==> src/sv/irt_pkg.sv <==
// ----------------------------------------------------------------------------
// irt_pkg
// Shared constants and controller/datapath handshake types for the interval
// reservation table.
// ----------------------------------------------------------------------------
package irt_pkg;

    localparam int DEF_TABLE_DEPTH = 16;
    localparam int DEF_TIME_BITS   = 16;
    localparam int MODE_BITS       = 2;
    localparam int ROOM_BITS       = 16;
    localparam int FOUND_BITS      = 16;
    localparam int USED_BITS       = 5;

    localparam logic [MODE_BITS-1:0] MODE_INSERT = 2'd0;
    localparam logic [MODE_BITS-1:0] MODE_REMOVE = 2'd1;
    localparam logic [MODE_BITS-1:0] MODE_FIND   = 2'd2;

    // Commands from the controller to the datapath
    typedef struct packed {
        logic load;     // latch the incoming operation, restart the scan
        logic scan;     // walk the table one entry a cycle
        logic decide;   // settle the outcome, preset the shift pointer
        logic up;       // open a hole by moving entries up
        logic dn;       // close the hole by moving entries down
        logic put;      // write the new entry / update the count
        logic result;   // load the output register
    } t_cmd;

    // Status from the datapath to the controller
    typedef struct packed {
        logic scan_done;
        logic fit;
        logic full;
        logic hit;
        logic is_insert;
        logic is_remove;
        logic up_done;
        logic dn_done;
    } t_status;

endpackage

==> src/sv/irt_datapath.sv <==
// ----------------------------------------------------------------------------
// irt_datapath
// Entry memory, scan and shift pointers, placement flags and the result
// register of the interval reservation table.
// ----------------------------------------------------------------------------
module irt_datapath import irt_pkg::*; #(
    parameter int TABLE_DEPTH = DEF_TABLE_DEPTH,
    parameter int TIME_BITS   = DEF_TIME_BITS
) (
    input  logic                  i_clk,
    input  logic                  i_rst_n,
    input  t_cmd                  i_cmd,
    output t_status               o_status,
    input  logic [MODE_BITS-1:0]  i_mode,
    input  logic [TIME_BITS-1:0]  i_begin_time,
    input  logic [TIME_BITS-1:0]  i_end_time,
    input  logic [ROOM_BITS-1:0]  i_room_number,
    output logic                  o_success,
    output logic                  o_table_full,
    output logic [FOUND_BITS-1:0] o_found_end,
    output logic [FOUND_BITS-1:0] o_found_room,
    output logic [USED_BITS-1:0]  o_entries_used
);

    localparam int AW = (TABLE_DEPTH > 1) ? $clog2(TABLE_DEPTH) : 1;
    localparam int CW = $clog2(TABLE_DEPTH + 1);
    localparam int EW = 2 * TIME_BITS + ROOM_BITS;

    logic [EW-1:0]        r_mem [TABLE_DEPTH];

    logic [MODE_BITS-1:0] r_mode;
    logic [TIME_BITS-1:0] r_b;
    logic [TIME_BITS-1:0] r_e;
    logic [ROOM_BITS-1:0] r_room;
    logic [CW-1:0]        r_count;
    logic [CW-1:0]        r_ptr;
    logic                 r_rvld;
    logic [CW-1:0]        r_rpos;
    logic [EW-1:0]        r_rdata;
    logic                 r_hit;
    logic [CW-1:0]        r_pos;
    logic                 r_gap;
    logic [CW-1:0]        r_gpos;
    logic                 r_back;
    logic [TIME_BITS-1:0] r_prev_end;
    logic [TIME_BITS-1:0] r_fend;
    logic [ROOM_BITS-1:0] r_froom;
    logic                 r_ok;
    logic                 r_full;

    logic                  r_success;
    logic                  r_table_full;
    logic [FOUND_BITS-1:0] r_found_end;
    logic [FOUND_BITS-1:0] r_found_room;
    logic [USED_BITS-1:0]  r_entries_used;

    logic                 is_insert;
    logic                 is_remove;
    logic                 is_find;
    logic [TIME_BITS-1:0] d_begin;
    logic [TIME_BITS-1:0] d_end;
    logic [ROOM_BITS-1:0] d_room;
    logic                 fit;
    logic                 full;
    logic [CW-1:0]        ins_pos;
    logic                 rd_en;
    logic [CW-1:0]        rd_addr;
    logic                 wr_en;
    logic [CW-1:0]        wr_addr;
    logic [EW-1:0]        wr_data;
    logic [CW-1:0]        n_ptr;

    assign is_insert = (r_mode == MODE_INSERT);
    assign is_remove = (r_mode == MODE_REMOVE);
    assign is_find   = (r_mode == MODE_FIND);

    assign d_begin = r_rdata[EW-1 -: TIME_BITS];
    assign d_end   = r_rdata[ROOM_BITS +: TIME_BITS];
    assign d_room  = r_rdata[ROOM_BITS-1:0];

    // Front fit beats back fit, back fit beats the first gap
    assign fit  = (r_count == '0) || r_hit || r_back || r_gap;
    assign full = (r_count >= CW'(TABLE_DEPTH));

    always_comb begin
        if (r_count == '0 || r_hit) begin
            ins_pos = '0;
        end else if (r_back) begin
            ins_pos = r_count;
        end else begin
            ins_pos = r_gpos;
        end
    end

    // Read port: one entry a cycle during the scan and both shifts
    always_comb begin
        rd_en   = 1'b0;
        rd_addr = r_ptr;
        priority if (i_cmd.scan) begin
            rd_en = (r_ptr < r_count) && !r_hit;
        end else if (i_cmd.up) begin
            rd_en   = (r_ptr > r_pos);
            rd_addr = r_ptr - CW'(1);
        end else if (i_cmd.dn) begin
            rd_en = (r_ptr < r_count);
        end else begin
            rd_en = 1'b0;
        end
    end

    // Write port: the entry read last cycle lands one place up or down; an insert writes the new entry at put
    always_comb begin
        wr_en   = 1'b0;
        wr_addr = r_pos;
        wr_data = {r_b, r_e, r_room};
        priority if (i_cmd.up && r_rvld) begin
            wr_en   = 1'b1;
            wr_addr = r_rpos + CW'(1);
            wr_data = r_rdata;
        end else if (i_cmd.dn && r_rvld) begin
            wr_en   = 1'b1;
            wr_addr = r_rpos - CW'(1);
            wr_data = r_rdata;
        end else if (i_cmd.put && is_insert) begin
            wr_en = 1'b1;
        end else begin
            wr_en = 1'b0;
        end
    end

    always_comb begin
        n_ptr = r_ptr;
        priority if (i_cmd.load) begin
            n_ptr = '0;
        end else if (i_cmd.decide) begin
            n_ptr = is_insert ? r_count : (r_pos + CW'(1));
        end else if (i_cmd.up && rd_en) begin
            n_ptr = r_ptr - CW'(1);
        end else if ((i_cmd.scan || i_cmd.dn) && rd_en) begin
            n_ptr = r_ptr + CW'(1);
        end else begin
            n_ptr = r_ptr;
        end
    end

    always_ff @(posedge i_clk) begin
        if (wr_en) begin
            r_mem[wr_addr[AW-1:0]] <= wr_data;
        end
        if (rd_en) begin
            r_rdata <= r_mem[rd_addr[AW-1:0]];
            r_rpos  <= rd_addr;
        end
    end

    always_ff @(posedge i_clk) begin
        if (!i_rst_n) begin
            r_count <= '0;
            r_ptr   <= '0;
            r_rvld  <= 1'b0;
            r_hit   <= 1'b0;
            r_gap   <= 1'b0;
            r_back  <= 1'b0;
        end else begin
            r_ptr  <= n_ptr;
            r_rvld <= rd_en;
            if (i_cmd.load) begin
                r_hit  <= 1'b0;
                r_gap  <= 1'b0;
                r_back <= 1'b0;
            end else if (i_cmd.scan && r_rvld && !r_hit) begin
                if (is_insert) begin
                    if (r_rpos == '0) begin
                        r_hit <= (d_begin >= r_e);
                    end else if (!r_gap && r_b >= r_prev_end && r_e <= d_begin) begin
                        r_gap <= 1'b1;
                    end
                    if (r_rpos == r_count - CW'(1)) begin
                        r_back <= (d_end <= r_b);
                    end
                end else begin
                    r_hit <= (d_begin == r_b);
                end
            end
            if (i_cmd.put) begin
                r_count <= is_insert ? (r_count + CW'(1)) : (r_count - CW'(1));
            end
        end
    end

    always_ff @(posedge i_clk) begin
        if (i_cmd.load) begin
            r_mode <= i_mode;
            r_b    <= i_begin_time;
            r_e    <= i_end_time;
            r_room <= i_room_number;
        end
        if (i_cmd.scan && r_rvld && !r_hit) begin
            if (is_insert) begin
                r_prev_end <= d_end;
                if (r_rpos != '0 && !r_gap && r_b >= r_prev_end && r_e <= d_begin) begin
                    r_gpos <= r_rpos;
                end
            end else if (d_begin == r_b) begin
                r_pos   <= r_rpos;
                r_fend  <= d_end;
                r_froom <= d_room;
            end
        end
        if (i_cmd.decide) begin
            if (is_insert) begin
                r_pos <= ins_pos;
            end
            r_ok   <= is_insert ? (fit && !full) : ((is_remove || is_find) && r_hit);
            r_full <= is_insert && fit && full;
        end
        if (i_cmd.result) begin
            r_success      <= r_ok;
            r_table_full   <= r_full;
            r_found_end    <= (is_find && r_ok) ? FOUND_BITS'(r_fend) : '0;
            r_found_room   <= (is_find && r_ok) ? r_froom : '0;
            r_entries_used <= USED_BITS'(r_count);
        end
    end

    always_comb begin
        o_status.scan_done = !r_rvld && (r_hit || !(r_ptr < r_count));
        o_status.fit       = fit;
        o_status.full      = full;
        o_status.hit       = r_hit;
        o_status.is_insert = is_insert;
        o_status.is_remove = is_remove;
        o_status.up_done   = !r_rvld && !(r_ptr > r_pos);
        o_status.dn_done   = !r_rvld && !(r_ptr < r_count);
    end

    assign o_success      = r_success;
    assign o_table_full   = r_table_full;
    assign o_found_end    = r_found_end;
    assign o_found_room   = r_found_room;
    assign o_entries_used = r_entries_used;

    a_count_bound: assert property (@(posedge i_clk) disable iff (!i_rst_n)
        r_count <= CW'(TABLE_DEPTH))
        else $error("entry count exceeds table depth");

    a_insert_room: assert property (@(posedge i_clk) disable iff (!i_rst_n)
        (i_cmd.put && is_insert) |-> (r_count < CW'(TABLE_DEPTH)))
        else $error("insert committed into a full table");

    a_remove_nonempty: assert property (@(posedge i_clk) disable iff (!i_rst_n)
        (i_cmd.put && !is_insert) |-> (r_count != '0 && r_hit))
        else $error("remove committed without a matching entry");

endmodule

==> src/sv/irt_ctrl.sv <==
// ----------------------------------------------------------------------------
// irt_ctrl
// Sequencer of the interval reservation table: input and output handshake,
// scan, decision, shift and commit phases.
// ----------------------------------------------------------------------------
module irt_ctrl import irt_pkg::*; (
    input  logic    i_clk,
    input  logic    i_rst_n,
    input  logic    i_in_valid,
    output logic    o_in_stall,
    output logic    o_out_valid,
    input  logic    i_out_stall,
    input  t_status i_status,
    output t_cmd    o_cmd
);

    typedef enum logic [2:0] {
        S_IDLE,
        S_SCAN,
        S_DECIDE,
        S_UP,
        S_DN,
        S_PUT,
        S_DONE
    } t_state;

    t_state r_state;
    t_state n_state;
    logic   r_in_stall;
    logic   r_out_valid;
    logic   accept;
    logic   out_free;

    assign accept   = (r_state == S_IDLE) && i_in_valid && !r_in_stall;
    assign out_free = !r_out_valid || !i_out_stall;

    always_comb begin
        o_cmd        = '0;
        o_cmd.load   = accept;
        o_cmd.scan   = (r_state == S_SCAN);
        o_cmd.decide = (r_state == S_DECIDE);
        o_cmd.up     = (r_state == S_UP);
        o_cmd.dn     = (r_state == S_DN);
        o_cmd.put    = (r_state == S_PUT);
        o_cmd.result = (r_state == S_DONE) && out_free;
    end

    always_comb begin
        n_state = r_state;
        unique case (r_state)
            S_IDLE: begin
                if (accept) n_state = S_SCAN;
            end
            S_SCAN: begin
                if (i_status.scan_done) n_state = S_DECIDE;
            end
            S_DECIDE: begin
                priority if (i_status.is_insert && i_status.fit && !i_status.full) begin
                    n_state = S_UP;
                end else if (i_status.is_remove && i_status.hit) begin
                    n_state = S_DN;
                end else begin
                    n_state = S_DONE;
                end
            end
            S_UP: begin
                if (i_status.up_done) n_state = S_PUT;
            end
            S_DN: begin
                if (i_status.dn_done) n_state = S_PUT;
            end
            S_PUT: begin
                n_state = S_DONE;
            end
            S_DONE: begin
                if (out_free) n_state = S_IDLE;
            end
            default: begin
                n_state = S_IDLE;
            end
        endcase
    end

    always_ff @(posedge i_clk) begin
        if (!i_rst_n) begin
            r_state     <= S_IDLE;
            r_in_stall  <= 1'b0;
            r_out_valid <= 1'b0;
        end else begin
            r_state    <= n_state;
            r_in_stall <= (n_state != S_IDLE);
            // hold the result until the receiver takes it
            if (o_cmd.result) begin
                r_out_valid <= 1'b1;
            end else if (!i_out_stall) begin
                r_out_valid <= 1'b0;
            end
        end
    end

    assign o_in_stall  = r_in_stall;
    assign o_out_valid = r_out_valid;

    a_no_overwrite: assert property (@(posedge i_clk) disable iff (!i_rst_n)
        o_cmd.result |-> (!r_out_valid || !i_out_stall))
        else $error("result register overwritten before transfer");

    a_accept_idle: assert property (@(posedge i_clk) disable iff (!i_rst_n)
        !r_in_stall |-> (r_state == S_IDLE))
        else $error("input open while an operation is in flight");

    a_out_hold: assert property (@(posedge i_clk) disable iff (!i_rst_n)
        (r_out_valid && i_out_stall) |=> r_out_valid)
        else $error("result dropped while the receiver stalls");

endmodule

==> src/sv/interval_reservation_table.sv <==
// ----------------------------------------------------------------------------
// interval_reservation_table
// Sorted, non-overlapping table of time-slot reservations with insert,
// remove-by-begin and find-by-begin operations.
// ----------------------------------------------------------------------------
// Usage: an operation (mode, begin, end, room) is transferred on the input
// channel when i_in_valid is high and o_in_stall is low. Each operation gives
// exactly one result on the output channel, transferred when o_out_valid is
// high and i_out_stall is low.
// One operation is in flight at a time. An operation takes a scan of the
// entry memory at one entry a cycle, a decision, a shift through the
// single-read, single-write memory port at one entry a cycle and a commit
// (both for a successful insert or remove only), and the load of the output
// register. The memory read port sets the pace of the scan and the shift.
// The output register holds its result while the receiver stalls; the next
// operation may be transferred and worked on meanwhile, and waits to present
// its result until the previous one has gone.
// Reset (synchronous, active low) empties the table and drops the output
// valid; the input is open from the first cycle after reset. Entry contents
// are not cleared, as only entries below the count are read.
// ----------------------------------------------------------------------------
module interval_reservation_table import irt_pkg::*; #(
    parameter int TABLE_DEPTH = DEF_TABLE_DEPTH,
    parameter int TIME_BITS   = DEF_TIME_BITS
) (
    input  logic                  i_clk,
    input  logic                  i_rst_n,
    input  logic                  i_in_valid,
    output logic                  o_in_stall,
    input  logic [MODE_BITS-1:0]  i_mode,
    input  logic [TIME_BITS-1:0]  i_begin_time,
    input  logic [TIME_BITS-1:0]  i_end_time,
    input  logic [ROOM_BITS-1:0]  i_room_number,
    output logic                  o_out_valid,
    input  logic                  i_out_stall,
    output logic                  o_success,
    output logic                  o_table_full,
    output logic [FOUND_BITS-1:0] o_found_end,
    output logic [FOUND_BITS-1:0] o_found_room,
    output logic [USED_BITS-1:0]  o_entries_used
);

    t_cmd    cmd;
    t_status status;

    irt_ctrl u_ctrl (
        .i_clk       (i_clk),
        .i_rst_n     (i_rst_n),
        .i_in_valid  (i_in_valid),
        .o_in_stall  (o_in_stall),
        .o_out_valid (o_out_valid),
        .i_out_stall (i_out_stall),
        .i_status    (status),
        .o_cmd       (cmd)
    );

    irt_datapath #(
        .TABLE_DEPTH (TABLE_DEPTH),
        .TIME_BITS   (TIME_BITS)
    ) u_datapath (
        .i_clk          (i_clk),
        .i_rst_n        (i_rst_n),
        .i_cmd          (cmd),
        .o_status       (status),
        .i_mode         (i_mode),
        .i_begin_time   (i_begin_time),
        .i_end_time     (i_end_time),
        .i_room_number  (i_room_number),
        .o_success      (o_success),
        .o_table_full   (o_table_full),
        .o_found_end    (o_found_end),
        .o_found_room   (o_found_room),
        .o_entries_used (o_entries_used)
    );

endmodule

==> config.mk <==
export PLATFORM = sky130hd
export DESIGN_NAME = interval_reservation_table
export DESIGN_NICKNAME = d
export VERILOG_FILES = /design/src/sv/irt_pkg.sv /design/src/sv/irt_datapath.sv /design/src/sv/irt_ctrl.sv /design/src/sv/interval_reservation_table.sv
export SDC_FILE = /design/constraint.sdc
export NUM_CORES = 1
export LEC_CHECK = 0
export BUFFER_PORTS_ARGS = -buffer_cell sky130_fd_sc_hd__buf_2
export CORE_MARGIN = 1
export CORE_UTILIZATION = 65
export CTS_CLUSTER_DIAMETER = 50
export DETAILED_ROUTE_END_ITERATION = 7
export PLACE_DENSITY = 0.82
export SLEW_MARGIN = 0
export SYNTH_ARGS = -nofsm -noshare
export SYNTH_HDL_FRONTEND = slang
export SYNTH_HIERARCHICAL = 1
export SYNTH_SLANG_ARGS = --single-unit
==> constraint.sdc <==
create_clock -name i_clk -period 8.6 [get_ports i_clk]
set_input_delay 0.43 -clock i_clk [delete_from_list [all_inputs] [get_ports i_clk]]
set_output_delay 0.43 -clock i_clk [all_outputs]
set_load 0.005 [all_outputs]
==> load_flow_metrics.sql <==
INSERT INTO impl_metrics (metric_group, metric, value, unit) VALUES
('placement', 'detailedPlace.worstSlack', '4021', 'ps'),
('sta', 'final_max_slew_viol_count', '0', ''),
('finish', 'layout-drive-gt1-share', '25.02', '%'),
('clocking', 'cts_tree', 'done', ''),
('job', 'maxCapViolations', '0', ''),
('clocking', 'numCtsBuffers', '95', ''),
('route', 'postRouteWirelength', '101.9', 'mm'),
('hold_path', 'min_delay_path_depth', '1', ''),
('setup_path', 'worst-endpoint-required', '8980', 'ps'),
('setup_path', 'worst_ep_arrival_time', '5060', 'ps'),
('logic_synthesis', 'synth_nets', '2094', ''),
('logic_synthesis', 'post_synthesis_cell_area', '39440', 'µm²'),
('global_route', 'global_route.usage.total', '34.12', '%'),
('sta', 'clock_skew', '36.52', 'ps'),
('sta', 'finalCritPeriodShare', '54.43', '%'),
('power_and_ir_drop', 'pwr_density_cell', '295.8', 'nW/µm²'),
('logic_synthesis', 'sequential_fraction_of_the_synthesis_area', '74.68', '%'),
('finish', 'finish.net_count', '2283', ''),
('floorplanning', 'die_footprint', '61670', 'µm²'),
('clocking', 'clk_transition_reported_paths', '60', 'ps'),
('sta', 'totalNegativeSetupSlack', '0', 'ps'),
('global_route', 'grt_start_max_net_pins', '137', ''),
('clocking', 'clk_root_buffer_cell', 'clkbuf_16', ''),
('global_route', 'grt_pass1_vias', '21770', ''),
('finish', 'antenna_cells_inserted', '0', ''),
('logic_synthesis', 'synth.lib_cells_used.distinct', '71', ''),
('floorplanning', 'die_x', '248.3', 'µm'),
('outcome', 'status', 'finished, final reports clean', ''),
('global_route', 'grt_first_pass_wirelength', '146.0', 'mm'),
('route', 'antenna_left', '0', ''),
('setup_path', 'timing.critical_path.to_type', 'flop', ''),
('setup_path', 'worstPathMaxFanout', '107', ''),
('finish', 'layout.filler_cells', '3102', ''),
('route', 'initialDrtViolationCount', '2979', ''),
('logic_synthesis', 'ys_seq_elements', '989', ''),
('hold_path', 'hold_path.class', 'in2reg', ''),
('sta', 'setup-violations-final', '0', ''),
('setup_path', 'critPathKind', 'reg2reg', ''),
('clocking', 'clkLatencyLatePin', '660', 'ps'),
('global_route', 'grt-ovfl-total', '0', ''),
('route', 'drt-wirelength-per-cell', '33.83', 'µm'),
('setup_path', 'r2r_depth', '9', ''),
('sta', 'max-slew-margin-rel', '23.27', '%'),
('sta', 'unrepaired_setup_endpoints_after_global_routing', 'no', ''),
('power_and_ir_drop', 'max-vdd-ir-drop', '0.2615', 'mV'),
('logic_synthesis', 'synth_commonest_cells', '965 x edfxtp_1, 240 x mux4_2, 150 x nand2_1, 76 x inv_1, 68 x ha_1', ''),
('route', 'post-route-drc-count', '0', ''),
('finish', 'multi_input_gate_area_in_the_final_layout', '9331', 'µm²'),
('logic_synthesis', 'ys_async_sr_fraction', '0', '%'),
('logic_synthesis', 'post-synth-top-count-cell', 'edfxtp_1', ''),
('placement', 'numPortBuffers', '94', ''),
('clocking', 'cts_setup_buffers', '0', ''),
('clocking', 'cts_max_path_buffers', '3', ''),
('logic_synthesis', 'avg_inst_size_synth', '20.00', 'µm²'),
('route', 'total_via_count_in_the_routed_design', '21080', ''),
('route', 'first_pass_iters', '5', ''),
('floorplanning', 'design.core.area', '59460', 'µm²'),
('floorplanning', 'initial_cell_density_of_the_core', '66.33', '%'),
('sta', 'final_period_minus_worst_setup_slack', '4681', 'ps'),
('logic_synthesis', 'ys_top_cells_by_area', 'edfxtp_1 73%, mux4_2 14%, ha_1 2.2%', ''),
('route', 'post_drt_via_cell_ratio', '7.002', ''),
('floorplanning', 'io_pins', '95', ''),
('logic_synthesis', 'yosysTopAreaCell', 'edfxtp_1', ''),
('clocking', 'numClockSinks', '989', ''),
('logic_synthesis', 'synth-warning-count', '6', ''),
('logic_synthesis', 'synthFlopType', 'edfxtp_1', ''),
('power_and_ir_drop', 'leak', '0.01493', 'µW'),
('floorplanning', 'chipHeight', '248.3', 'µm'),
('logic_synthesis', 'synth_enable_flop_cells', '965', ''),
('finish', 'syn2layout_area_growth', '12.86', '%'),
('global_route', 'grt_antenna_before_repair', '2', ''),
('logic_synthesis', 'synthesis.instances', '1972', ''),
('finish', 'register_area', '29460', 'µm²'),
('sta', 'timing.final.hold_violations', '0', ''),
('clocking', 'cts.htree.levels', '3', ''),
('sta', 'worstMarginPinSlew', '1151', 'ps'),
('placement', 'dp.final_hpwl', '48.81', 'mm'),
('placement', 'routabilityCongestion', '0.8807', ''),
('sta', 'fmax', '0.2136', 'GHz'),
('logic_synthesis', 'yosysTopAreaCellShare', '73.47', '%'),
('sta', 'setup_ws', '3919', 'ps'),
('floorplanning', 'core.rowCount', '89', ''),
('setup_path', 'worstSetupStartpointType', 'flop', '');
## cells in the final DEF, fill, tap and decap left out, drive strengths merged, types with 10 or more instances in the layout
cell / instances
dfxtp: 24
mux2i: 14
nor2: 22
and2: 21
dlygate4sd3: 49
nand3: 16
nand4: 13
clkinv: 38
edfxtp: 965
nand2: 150
and3: 36
ha: 68
mux4: 240
inv: 85
bufinv: 10
buf: 137
a21oi: 26
xnor2: 31
nor2b: 13
o21ai: 37
clkbuf: 114
## critical path, cell delays in order, from the launching register on
cell and delay [ps]:
dfxtp_1 540, nor2b_4 240, and2_1 450, inv_4 110
nor2_8 220, xnor2_4 150, buf_12 690, buf_12 620
mux4_2 680, mux4_2 500
## per-stage QoR
stage          hold slack (ps)  utilization, %  instance area, µm²  std cells  power, µW
2_1_floorplan            400.3               -               39440       1972       8135
3_3_place_gp             407.3           68.76               40890       2788       8763
3_5_place_dp             420.5           68.76               40890       2788       8900
4_1_cts                  22.61           74.86               44520       3011      13130
5_1_grt                  29.58           74.86               44520       3011      13540
6_report                 57.26           74.86               44520       3011      13170
## per-layer routing
| metal | vias up | GRT usage, % | wire length [µm] |
|---|---|---|---|
| li1 | 8336 | - | - |
| met1 | 10690 | 44.93 | 35300 |
| met2 | 1712 | 56.25 | 50820 |
| met3 | 347 | 6.313 | 10780 |
| met4 | 0 | 15.39 | 4967 |
| met5 | - | 0 | 0 |
## final timing paths
check / slack (ps) / endpoint / start
worst max-delay path: 3920 / u_datapath/r_rdata[45]$_DFFE_PP_ / u_ctrl/r_state[1]$_SDFF_PN0_
worst min-delay path: 60 / u_datapath/r_b[12]$_DFFE_PP_ / i_begin_time[12]
worst max register to register: 3920 / u_datapath/r_rdata[45]$_DFFE_PP_ / u_ctrl/r_state[1]$_SDFF_PN0_
worst min register to register: 470 / u_datapath/r_froom[11]$_DFFE_PP_ / u_datapath/r_rdata[11]$_DFFE_PP_
## layout make-up
| cell class | instances | area share, % |
|---|---|---|
| clock buffers | 114 | 5.641 |
| clock inverters | 60 | 1.411 |
| inverters | 78 | 0.6690 |
| multi-input cells | 811 | 20.96 |
| flip-flops and latches | 989 | 66.18 |
| well taps | 773 | 2.173 |
| repair buffers | 186 | 2.968 |
## what timing repair did
item,CTS,global route
endpoints found under the setup margin,0,0
endpoints found under the hold margin,49,0
resized for setup,0,0
hold buffers,49,0
## flip-flops by register name, indices dropped and copies added (netlist names), 2 cells and up
name and count:
u_ctrl/r_state 3, u_datapath/o_entries_used 5, u_datapath/o_found_end 16, u_datapath/o_found_room 16
u_datapath/r_b 16, u_datapath/r_count 5, u_datapath/r_e 16, u_datapath/r_fend 16
u_datapath/r_froom 16, u_datapath/r_gpos 5, u_datapath/r_mem 768, u_datapath/r_mode 2
u_datapath/r_pos 5, u_datapath/r_prev_end 16, u_datapath/r_ptr 5, u_datapath/r_rdata 48
u_datapath/r_room 16, u_datapath/r_rpos 5
## power by group
| part | switching [µW] | internal [µW] | total, µW |
|---|---|---|---|
| Clock | 1830 | 2400 | 4230 |
| Sequential | 231 | 5850 | 6080 |
| Combinational | 1590 | 1260 | 2860 |
| Total | 3650 | 9510 | 13200 |
## logic make-up (layout without fill, tap and decap cells)
| kind of cell | count (synthesis) | after routing | synth area share (%) |
|---|---|---|---|
| XOR/XNOR | 40 | 40 | 0.9072 |
| AND/OR/NAND/NOR | 314 | 314 | 3.946 |
| AO/OA/AOI/OAI | 133 | 133 | 2.173 |
| multiplexers | 256 | 256 | 14.12 |
| buffers and inverters | 172 | 438 | 2.017 |
| adder cells (fa/ha/maj) | 68 | 68 | 2.157 |
| flip-flops | 989 | 989 | 74.68 |
Note: power is estimated with default switching activity, not from simulation.
